`src/rtl/watermark_lru_cache_policy_assert.svh`:
```
// ----------------------------------------------------------------------------
// Assertion macros for the LRU cache policy block
// Wrappers that compile to concurrent assertions in simulation and to nothing
// in synthesis.
// ----------------------------------------------------------------------------
`ifndef WATERMARK_LRU_CACHE_POLICY_ASSERT_SVH
`define WATERMARK_LRU_CACHE_POLICY_ASSERT_SVH

`ifndef SYNTHESIS
`define WLC_ASSERT(lbl, clk, rst_n, prop) \
    lbl: assert property (@(posedge clk) disable iff (!rst_n) prop) \
        else $error("wlc assertion failed");
`define WLC_ASSERT_IMP(lbl, clk, rst_n, ante, cons) \
    lbl: assert property (@(posedge clk) disable iff (!rst_n) (ante) |-> (cons)) \
        else $error("wlc assertion failed");
`else
`define WLC_ASSERT(lbl, clk, rst_n, prop)
`define WLC_ASSERT_IMP(lbl, clk, rst_n, ante, cons)
`endif

`endif

```
`src/rtl/wlc_ram.sv`:
```
// ----------------------------------------------------------------------------
// wlc_ram
// Generic simple dual-port RAM, one write and one registered read port.
// ----------------------------------------------------------------------------
`timescale 1ns / 1ps

module wlc_ram #(
    parameter int W = 8,
    parameter int D = 64
) (
    input  logic                 i_clk,
    input  logic                 i_we,
    input  logic [$clog2(D)-1:0] i_waddr,
    input  logic [W-1:0]         i_wdata,
    input  logic [$clog2(D)-1:0] i_raddr,
    output logic [W-1:0]         o_rdata
);
    logic [W-1:0] mem [D];

    always_ff @(posedge i_clk) begin
        if (i_we) begin
            mem[i_waddr] <= i_wdata;
        end
        o_rdata <= mem[i_raddr];
    end
endmodule

```
`config.mk`:
```
export PLATFORM = sky130hd
export DESIGN_NAME = wlc_ram
export DESIGN_NICKNAME = d
export VERILOG_FILES = /design/src/rtl/watermark_lru_cache_policy_assert.svh /design/src/rtl/wlc_ram.sv
export SDC_FILE = /design/constraint.sdc
export NUM_CORES = 1
export LEC_CHECK = 0
export ABC_AREA = 1
export BUFFER_PORTS_ARGS = -buffer_cell sky130_fd_sc_hd__clkbuf_2
export CAP_MARGIN = 5
export CORE_UTILIZATION = 60
export DETAILED_ROUTE_END_ITERATION = 12
export PLACE_DENSITY_LB_ADDON = 0.3
export SYNTH_ARGS = -nofsm -noshare
export SYNTH_HDL_FRONTEND = slang
export SYNTH_SLANG_ARGS = --single-unit
```
`constraint.sdc`:
```
create_clock -name i_clk -period 2.2 [get_ports i_clk]
set_input_delay 0 -clock i_clk [delete_from_list [all_inputs] [get_ports i_clk]]
set_output_delay 0 -clock i_clk [all_outputs]
set_load 0.03 [all_outputs]
```
-- Word level (Yosys, flattened, before mapping)
Memories as Yosys holds them, arrays and structs flattened. A register that Yosys moved wholly into a read port is not among the register bits.
Cells that the tools add are included.
- bits in writable memories: 512
- input bits: 22
- register bits: 0
- memories kept: 1
- word-level logic and storage cells: 3
- output and inout port bits: 8
- memories (name ; words ; bits a word ; rd ports ; clocked after Yosys merged registers in ; write ports ; line ; text):
    mem ; 64 ; 8 ; 1 ; 1 ; 1 ; wlc_ram.sv:18 ; logic [W-1:0] mem [D];
- muxes and demuxes: 2
- operator list (kind ; count):
    1-bit two-way mux ; 2

-- Logic depth before layout (Yosys ltp)
Gate-level depths: netlist of the first run.
- word-level depth: 2
- mapped depth: 12
- gate-level depth less buffers: 9

-- Least setup slack after synthesis of the first run
OpenSTA, ideal clock, no wires.
- path kind: input-to-reg
- start: input port i_we
- end: memory mem[48][0], enable pin
- library setup time: 0.395 ns
- arrival time: 1.371 ns
- slack: 0.434 ns
- stages: 3
- path buffers: 1
- data required time: 1.805 ns
- path through: clkbuf_1 -> nand4_1 -> nor4_1
- word-level cells in the longest chain between the ends: 2
- ends and longest elaborated chain (item ; line ; text):
    from (decl) ; wlc_ram.sv:12 ; input logic i_we,
    1-bit two-way mux ; wlc_ram.sv:21 ; if (i_we) begin
    1-bit two-way mux (not written as such) ; wlc_ram.sv:22 ; mem[i_waddr] <= i_wdata;
    to (decl) ; wlc_ram.sv:18 ;
Every way passes these cells.

==> results.md, run 1 <==
* Outcome: finished, final reports clean
* Port Buffer Count at 29
* Largest net degree at the start of global routing at 91
* Net Sw Frac at 0.220
* R2r setup slk at 0.85 ns
* Setup_tns at 0 ns
* Mean Syn Cell Area at ~12 sq um
* Wire per inst at 22.1 um
* Crit end category: flop
* DR pass1 iterations at 5
* CP required at 2.65 ns
* Worst vdd ir at 0.832 mV
* Hold Path Depth at 5
* Hold_sp: i_raddr[4]
* Max-Slew Margin vs Limit at 0.238
* Slowest-stage cell, CP: edfxtp_1
* DIE AREA at 36,300 sq um
* Sink Count at 520
* Mapped Area at ~21,000 sq um
* Synth area leader: edfxtp_1
* GPL Wtd Cong at between 0.8 and 0.9
* Initial antenna violation count at 1
* Drt via density at between 6 and 7
* Sequential power share at 0.534
* CP Launch Type: flop
* Die H at 191 um
* Worst reg2reg path depth at 8
* WS Path Type: flop to flop
* Post-layout nets at around 1,900
* Fmax at approximately 0.74 GHz
* # fillers at about 2,400
* Comb power frac at 0.066
* CTS tree: yes
* FFs w/ async S/R, synth at 0
* Leakage at 8.79 nW
* Post-synthesis net count at between 1,500 and 2,000
* Mapped Cells at 1,805
* Clk pwr share at 0.400
* H-tree depth at 2
* Endpoints failing hold at 0
* WP data arrival at ~1.8 ns
* WHS Endpoint: o_rdata[2]
* FF+latch area at approximately 16,000 sq um
* Final Cell Area at between 20,000 and 25,000 sq um
* Pwr dens at ~860 nW/um^2
* Clock buffer depth at 3
* Yosys top cell area share at 0.720
* Final setup margin at ~0.85 ns
* Yosys warns at 0
* Final Max Tran Viols at 0
* Post-synth EDFFs at between 500 and 600
* P&R area growth vs syn at 11.8%
* Hold WC Path Type: input pin to flop
* HPWL Detailed at 30.7 mm
* Max Cap Viol at 0
* Vias in the first global route at around 14,000
* Congestion Overflow GR at 0
* Rows at between 60 and 70
* Top cells by count, synth: 648 x nand2_1, 512 x edfxtp_1, 439 x nand3_1, 56 x nor2_1, 37 x buf_2
* CP peak stage delay at 0.36 ns
* Critical R2R Launch: mem[18][5]
* Multi-input gate area at slightly below 5000 sq um
* Post-place setup slack at about 0.54 ns
* DRC viols at 0
* Worst skew pair latency at between 0.5 and 0.6 ns
* Top-count cell post-synth: nand2_1
* Initial drt markers at 1,966
* Crit path cell chain: nand2_1 -> nand3_1 -> nand3_1 -> nand2_1 -> nand2_1 -> nand3_1 -> nand3_1 -> nand2_1
* Worst-Margin Slew at about 1.1 ns
* CTS root buf: clkbuf_16
* Die width at 191 um
* Ports at 30
* P_int at approximately 16 mW
* Core ar. at approximately 35,000 sq um
* First-pass GRT wire length at around 80 mm
* Final worst path period need at between 1 and 1.5 ns
* Clock transition at path regs at 0.06 ns
* Starting density of the core at 0.613
* Clock skew at between 0.02 and 0.03 ns
* Vias at 14,400
* All-Layer GR Usage at 0.296
* Cts bufs inserted at 51
* R2R Path End: o_rdata[5]
* Post-synth top flop: edfxtp_1
* Share of cells above drive strength 1 at 0.109
* DRT Wirelength at about 53 mm
* DP Area at 22,300 sq um
* Synth area leaders: edfxtp_1 72%, nand2_1 11%, nand3_1 10%, buf_6 1.8%, nor2_1 0.99%
* Period utilization at 0.612
* Routed Antenna Nets at 0
* Yosys reg bits at 520
* Switching power total at about 4.5 mW
* Worst Path Max Fanout at 1
* Post-synth cell types at 16
* RSZ-0062 raised after global routing: false
* Final-report setup violation count at 0
* Post-CTS setup buffers at 0
* Sequential share of the synthesized area at 0.728
## area by class of cell
cell class / count / share of cell area
Clock buffer: 69 / 0.0581
Tap cell: 455 / 0.0239
Clock inverter: 23 / 0.00744
Multi-Input combinational cell: 1160 / 0.207
Timing Repair Buffer: 141 / 0.0502
Sequential cell: 520 / 0.651
Antenna cell: 1 / 0.000105
Inverter: 12 / 0.00220
## routing by layer
| layer | part of all wire | track usage | up-vias | routed length [um] |
|---|---|---|---|---|
| met2 | 0.47 | 0.451 | 862 | 24800 |
| met1 | 0.38 | 0.427 | 6870 | 20200 |
| li1 | - | - | 6507 | - |
| met3 | 0.11 | 0.0552 | 117 | 5800 |
| met4 | 0.033 | 0.111 | 2 | 1760 |
| met5 | 0.00025 | 0 | - | 13 |
## power groups by stage
stage | logic, mW | clock network [mW] | registers [mW]
final | 1.35 | 8.24 | 11.0
after global routing | 1.46 | 8.69 | 11.0
after CTS | 1.34 | 8.30 | 11.0
after detailed placement | 1.32 | 0 | 11.2
after global placement | 1.30 | 0 | 11.2
after floorplan | 0.771 | 0 | 11.2
## timing repair
item,CTS,global route
resized for setup,0,0
hold buffers,1,0
endpoints found under the hold margin,8,0
## metrics by stage
| stage | instances | hold slack (ns) | util | power (mW) |
|---|---|---|---|---|
| after floorplan | 1805 | 0.0989 | - | 12.0 |
| after global placement | 2287 | 0.424 | 0.641 | 12.5 |
| after detailed placement | 2287 | 0.413 | 0.641 | 12.5 |
| after CTS | 2380 | 0.00670 | 0.686 | 20.6 |
| after global routing | 2380 | 0.0459 | 0.686 | 21.2 |
| final | 2381 | 0.0298 | 0.686 | 20.6 |
## cell usage in the layout, fill, tap and decap left out
| master | netlist | final |
|---|---|---|
| edfxtp_1 | 512 | 512 |
| clkbuf_2 | 0 | 27 |
| clkinv_1 | 0 | 10 |
| nand4_1 | 9 | 9 |
| inv_1 | 10 | 9 |
| buf_6 | 35 | 1 |
| inv_4 | 0 | 1 |
| inv_6 | 1 | 1 |
| diode_2 | 0 | 1 |
| clkbuf_16 | 0 | 53 |
| buf_12 | 0 | 16 |
| clkinv_2 | 0 | 10 |
| buf_4 | 14 | 96 |
| inv_2 | 1 | 1 |
| bufinv_16 | 0 | 3 |
| dlygate4sd3_1 | 0 | 1 |
| nand2_1 | 648 | 648 |
| clkbuf_1 | 15 | 16 |
| nand3_1 | 439 | 439 |
| nor2_1 | 56 | 56 |
| nor4_1 | 8 | 8 |
| dfxtp_1 | 8 | 8 |
## worst max-delay path: cells and delay by family (launching register included)
kind | cells | cell delay [ns]
and+or+nand+nor | 8 | 0.85
DFF | 1 | 0.36
## cells by family after synthesis
kind of cell	Yosys count	synth area share
buffers and inverters	125	0.0402
flip-flops	520	0.728
AND/OR/NAND/NOR	1160	0.232
## sequential cells by signal, indices dropped and copies added (netlist names)
register / flops
o_rdata: 8
mem: 512
## worst max-delay path by stage
| stage | from | to | cells past startpoint |
|---|---|---|---|
| 2_1_floorplan | i_we | mem[48][0] | 3 |
| 3_3_place_gp | i_waddr[0] | mem[10][5] | 5 |
| 3_5_place_dp | i_waddr[0] | mem[10][5] | 5 |
| 4_1_cts | mem[18][4] | o_rdata[4] | 8 |
| 5_1_grt | mem[8][0] | o_rdata[0] | 8 |
| 6_report | mem[18][5] | o_rdata[5] | 8 |
(Power assumes the default switching activity.)
==> run 2: changes to the inputs <==
==> constraint.sdc (replaced) <==
create_clock -name i_clk -period 1.4 [get_ports i_clk]
set_input_delay 0 -clock i_clk [delete_from_list [all_inputs] [get_ports i_clk]]
set_output_delay 0 -clock i_clk [all_outputs]
set_load 0.03 [all_outputs]
==> results.md, run 2 (same netlist as run 1, synthesis figures left out) <==
* Hold_sp: i_raddr[3]
* Outcome: finished, final reports clean
* Endpoints failing hold at 0 (unchanged)
* Max-Slew Margin vs Limit at 0.469 (+0.231)
* Worst vdd ir at 1.11 mV (+33%)
* Pwr dens at 1340 nW/um^2 (+55%)
* Drt via density at 6.00 (-0.49%)
* CP Launch Type: flop
* Multi-input gate area at 5040 sq um (+2.0%)
* Final core utilization at 0.702 (+0.0162)
* Rows at 68 (unchanged)
* Initial drt markers at 1,719 (-13%)
* Clk pwr share at 0.400 (about the same)
* WP data arrival at 1.84 ns (+0.05 ns)
* Fmax at 0.735 GHz (-0.99%)
* Max Cap Viol at 0 (unchanged)
* # fillers at 2,315 (-2.8%)
* DR pass1 iterations at 6 (+1)
* HPWL Detailed at 30.8 mm (about the same)
* Starting density of the core at 0.613 (unchanged)
* Largest net degree at the start of global routing at 66 (-27%)
* Most common cell after layout, fill and taps aside: nand2_1
* Vias in the first global route at 13,900 (+1.9%)
* Critical R2R Launch: mem[63][3]
* CTS root buf: clkbuf_16
* Critical path depth at 8 (unchanged)
* Slowest-stage cell, CP: edfxtp_1
* Period utilization at 0.972 (+0.359)
* Max reg flops at 512 (unchanged)
* Crit end category: flop
* Net Sw Frac at 0.224 (+0.00324)
* All-Layer GR Usage at 0.296 (+0.000421)
* First-pass GRT wire length at 80.3 mm (+0.42%)
* Post-CTS setup buffers at 0 (unchanged)
* CP startpoint: mem[63][3]
* Leakage at 9.04 nW (+2.9%)
* H-tree depth at 2 (unchanged)
* Clock transition at path regs at 0.06 ns (about the same)
* Cts bufs inserted at 51 (unchanged)
* Congestion Overflow GR at 0 (unchanged)
* Final-report setup violation count at 0 (unchanged)
* Switching power total at 7.29 mW (+61%)
* Wire per inst at 21.5 um (-2.4%)
* Hold Path Depth at 7 (+2)
* Pwr Total at 32.6 mW (+58%)
* DIE AREA at 36,300 sq um (unchanged)
* CP peak stage delay at 0.36 ns (about the same)
* Hold WC Path Type: input pin to flop
* Sink Count at 520 (unchanged)
* Post-layout nets at 1,944 (+1.9%)
* Final setup margin at 0.0398 ns (-0.813 ns)
* Antenna diodes at 0 (-1)
* Biggest regs: mem: 512 flops, o_rdata: 8 flops
* Routed Antenna Nets at 0 (unchanged)
* Cell family with most CP delay: simple AND/OR/NAND/NOR gates
* RSZ-0062 raised after global routing: true
* Vias at 14,500 (+1.1%)
* Core ar. at 34,800 sq um (unchanged)
* Die H at 191 um (unchanged)
* Ports at 30 (unchanged)
* Final Max Tran Viols at 0 (unchanged)
* Most flop-heavy register: mem
* Most frequent cells in the layout: 648 x nand2_1, 512 x edfxtp_1, 433 x nand3_1
* Port Buffer Count at 29 (unchanged)
* Comb power frac at 0.070 (+0.004)
* Sequential power share at 0.530 (-0.004)
* Clock buffer depth at 3 (unchanged)
* P_int at 25.3 mW (+58%)
* Die width at 191 um (unchanged)
* Worst reg2reg path depth at 8 (unchanged)
* FF+latch area at 15,500 sq um (unchanged)
* CTS tree: yes
* Initial antenna violation count at 0 (-1)
* Setup_tns at 0 ns (unchanged)
* Worst skew pair latency at 0.60 ns (+0.03 ns)
* Crit path cell chain: nand2_1 -> nand3_1 -> nand3_1 -> nand2_1 -> nand2_1 -> nand3_1 -> nand3_2 -> nand2_1
* DRT Wirelength at 52.0 mm (-0.91%)
* CP required at 1.88 ns (-0.77 ns)
* GPL Wtd Cong at 0.897 (+0.85%)
* Top cell by count, worst path: nand2_1
* Worst Path Max Fanout at 1 (unchanged)
* Clock skew at 0.0175 ns (-0.00921 ns)
* Buffers and inverters on the worst path at 0 (unchanged)
* Post-place setup slack at -0.142 ns (-0.683 ns)
* DRC viols at 0 (unchanged)
* Final worst path period need at 1.36 ns (+0.0134 ns)
* P&R area growth vs syn at 14.5%
* WS Path Type: flop to flop
* Share of cells above drive strength 1 at 0.131 (+0.0224)
* Worst-Margin Slew at 0.796 ns (-0.347 ns)
-- run 2: cell count changes in the layout (fill, tap and decap cells not counted), sizes merged --
| cell | change |
|---|---|
| clkinv | +3 |
| diode | -1 |
| clkbuf | -2 |
| dlygate4sd3 | +7 |
| inv | +1 |
| buf | +29 |
-- run 2: area by class of cell --
class / count / share of cell area
Clock buffer: 67 / 0.0560
Clock inverter: 27 / 0.00876
Inverter: 12 / 0.00215
Multi-Input combinational cell: 1160 / 0.206
Sequential cell: 520 / 0.636
Tap cell: 455 / 0.0233
Timing Repair Buffer: 177 / 0.0675
-- run 2: worst reg2reg max path, stage by stage, from the launching register on --
cell and delay [ns]:
edfxtp_1 0.36, nand2_1 0.10, nand3_1 0.09, nand3_1 0.16, nand2_1 0.10, nand2_1 0.08, nand3_1 0.14, nand3_2 0.16
nand2_1 0.06
-- run 2: path summary, 6_finish.rpt --
path / end / slack (ns)
worst max register to register: o_rdata[3] / 0.04
worst max-delay path: o_rdata[3] / 0.04
worst min-delay path: o_rdata[3] / 0.07
worst min register to register: o_rdata[5] / 0.83
-- run 2: stage by stage --
step	hold WS (ns)	cell area, sq um	cells
floorplan	0.0989	21400	1805
global placement	0.443	22700	2316
detailed placement	0.445	22700	2316
CTS	0.0554	24400	2418
global route	0.0888	24400	2418
finish	0.0713	24400	2418
-- run 2: metal layers --
layer  wire (um)  track usage  vias up  share of wire
met4        2000        0.120        0          0.038
li1            -            -     6579              -
met5           0            0        -              0
met3        5090       0.0550      136          0.098
met2       24400        0.463      857           0.47
met1       20500        0.413     6938           0.39
-- run 2: power groups by stage --
stage / Combinational (mW) / Clock [mW] / Sequential, mW
6_report: 2.28 / 13.0 / 17.3
5_1_grt: 2.47 / 13.7 / 17.3
4_1_cts: 2.25 / 13.1 / 17.3
3_5_place_dp: 2.22 / 0 / 17.6
3_3_place_gp: 2.18 / 0 / 17.6
2_1_floorplan: 1.23 / 0 / 17.7
-- run 2: repair_timing --
item	4_1_cts	5_1_grt
endpoints found under the hold margin	392	0
setup endpoints to repair	0	5
hold buffers	8	0
resized for setup	0	6
==> run 3: changes to the inputs <==
--- a/config.mk
+++ b/config.mk
@@ -9,6 +9,7 @@
 export BUFFER_PORTS_ARGS = -buffer_cell sky130_fd_sc_hd__clkbuf_2
 export CAP_MARGIN = 5
 export CORE_UTILIZATION = 60
+export CTS_BUF_LIST = sky130_fd_sc_hd__clkbuf_8
 export DETAILED_ROUTE_END_ITERATION = 12
 export PLACE_DENSITY_LB_ADDON = 0.3
 export SYNTH_ARGS = -nofsm -noshare
==> constraint.sdc (replaced) <==
create_clock -name i_clk -period 1.3 [get_ports i_clk]
set_input_delay 0 -clock i_clk [delete_from_list [all_inputs] [get_ports i_clk]]
set_output_delay 0 -clock i_clk [all_outputs]
set_load 0.03 [all_outputs]
==> results.md, run 3 (same netlist as run 1, synthesis figures left out) <==
* CTS tree: yes
* Hold_sp: i_waddr[1]
* Buffers and inverters on the worst path at 1 (+1)
* P&R area growth vs syn at 17.2%
* Starting density of the core at 0.613 (unchanged)
* Fmax at 0.780 GHz
* Max reg flops at 512 (unchanged)
* Final worst path period need at 1.28 ns
* Biggest regs: mem: 512 flops, o_rdata: 8 flops
* Wire per inst at 21.0 um (-2.6%)
* Largest net degree at the start of global routing at 65 (-1.5%)
* Rows at 68 (unchanged)
* Vias in the first global route at 14,500 (+4.6%)
* Most flop-heavy register: mem
* All-Layer GR Usage at 0.298 (+0.00141)
* Crit path cell chain: clkbuf_2
* Clock transition at path regs at 0.06 ns (about the same)
* Hold Path Depth at 4 (-3)
* Core ar. at 34,800 sq um (unchanged)
* Max Cap Viol at 0 (unchanged)
* Final core utilization at 0.718 (+0.0164)
* Crit end category: primary output
* Outcome: finished, final reports clean
* Worst Path Max Fanout at 1 (unchanged)
* HPWL Detailed at 31.7 mm (+2.9%)
* GPL Wtd Cong at 0.924 (+3.0%)
* Die width at 191 um (unchanged)
* WHS Endpoint: mem[52][7]
* Ports at 30 (unchanged)
* DIE AREA at 36,300 sq um (unchanged)
* DRC viols at 0 (unchanged)
* Clock buffer depth at 3 (unchanged)
* Leakage at 9.28 nW (+2.6%)
* Critical R2R Launch: mem[63][5]
* Final Max Tran Viols at 0 (unchanged)
* Initial antenna violation count at 1 (+1)
* DR pass1 iterations at 6 (unchanged)
* H-tree depth at 3 (+1)
* Most common cell after layout, fill and taps aside: nand2_1
* Final-report setup violation count at 0 (unchanged)
* Most frequent cells in the layout: 641 x nand2_1, 512 x edfxtp_1, 413 x nand3_1
* Port Buffer Count at 29 (unchanged)
* Cell family with most CP delay: flip-flops
* Endpoints failing hold at 0 (unchanged)
* Slowest-stage cell, CP: dfxtp_1
* Cts bufs inserted at 81 (+59%)
* Hold WC Path Type: input pin to flop
* Post-CTS setup buffers at 0 (unchanged)
* First-pass GRT wire length at 80.1 mm (-0.21%)
* Post-layout nets at 1,993 (+2.5%)
* DRT Wirelength at 52.3 mm (+0.51%)
* Drt via density at 5.90 (-1.7%)
* Sink Count at 520 (unchanged)
* Routed Antenna Nets at 0 (unchanged)
* Congestion Overflow GR at 0 (unchanged)
* Period utilization at 0.987
* Worst reg2reg path depth at 8 (unchanged)
* R2R Path End: o_rdata[5]
* Vias at 14,700 (+1.4%)
* R2r setup slk at 0.02 ns (-0.02 ns)
* WP data arrival at 1.28 ns (-0.56 ns)
* Max-Slew Margin vs Limit at 0.501 (+0.0320)
* Die H at 191 um (unchanged)
* CP peak stage delay at 0.36 ns (about the same)
* Share of cells above drive strength 1 at 0.182 (+0.0511)
* Worst skew pair latency at 0.64 ns (+0.04 ns)
* Initial drt markers at 1,728 (+0.52%)
* WS Path Type: flop to primary output
* CP Launch Type: flop
* Pwr dens at 1370 nW/um^2 (+2.3%)
* Worst-Margin Slew at 0.746 ns (-0.0507 ns)
* Clock skew at 0.0391 ns (+0.0217 ns)
* Worst vdd ir at 0.925 mV (-17%)
* CP required at 1.30 ns (-0.58 ns)
* CTS root buf: clkbuf_8
* Pwr Total at 34.1 mW (+4.7%)
## run 3: metrics by stage
stage	worst slack (ns)	hold slack, ns	std cells	cell area (sq um)	setup TNS [ns]
final	0.0172	0.104	2494	25000	0
after global routing	-0.00713	0.101	2493	25000	-0.00713
after CTS	0.00457	0.0716	2494	24900	0
after detailed placement	-0.240	0.434	2330	23200	-16.56
after global placement	-0.201	0.420	2330	23200	-10.82
after floorplan	-0.253	0.0989	1805	21600	-45.56
## run 3: layout make-up
| type | count | area (sq um) |
|---|---|---|
| Timing Repair Buffer | 196 | 2000 |
| Clock buffer | 90 | 1240 |
| Inverter | 12 | 66.3 |
| Tap cell | 455 | 569 |
| Fill cell | 2243 | 9800 |
| Sequential cell | 520 | 15500 |
| Multi-Input combinational cell | 1160 | 5290 |
| Antenna cell | 1 | 2.50 |
| Clock inverter | 60 | 294 |
## run 3: report_power, final
| part | internal [mW] | total, mW | switching (mW) |
|---|---|---|---|
| Combinational | 0.832 | 2.63 | 1.80 |
| Clock | 6.60 | 12.9 | 6.29 |
| Sequential | 18.6 | 18.6 | 0.0624 |
| Total | 26.0 | 34.1 | 8.15 |
## run 3: layer usage
layer	global-route usage	vias up	wire (um)	part of all wire
met5	0	-	0	0
met4	0.138	0	1890	0.036
met3	0.0609	132	5250	0.10
met2	0.481	858	25300	0.48
met1	0.390	7020	19900	0.38
li1	-	6699	-	-
## run 3: worst max-delay path by stage
stage	start	to	slack [ns]	cells past startpoint
after global routing	mem[51][4]	o_rdata[4]	-0.007	8
after floorplan	i_we	mem[48][0]	-0.25	3
after CTS	mem[51][4]	o_rdata[4]	0.005	8
after global placement	i_raddr[0]	o_rdata[2]	-0.20	11
final	o_rdata[1]	o_rdata[1]	0.02	1
after detailed placement	i_raddr[0]	o_rdata[2]	-0.24	11
## run 3: what timing repair did
action	in CTS	in global routing
pin swaps	1	10
endpoints found under the setup margin	4	25
hold buffers	14	0
hold endpoints to repair	528	0
resized for setup	6	34
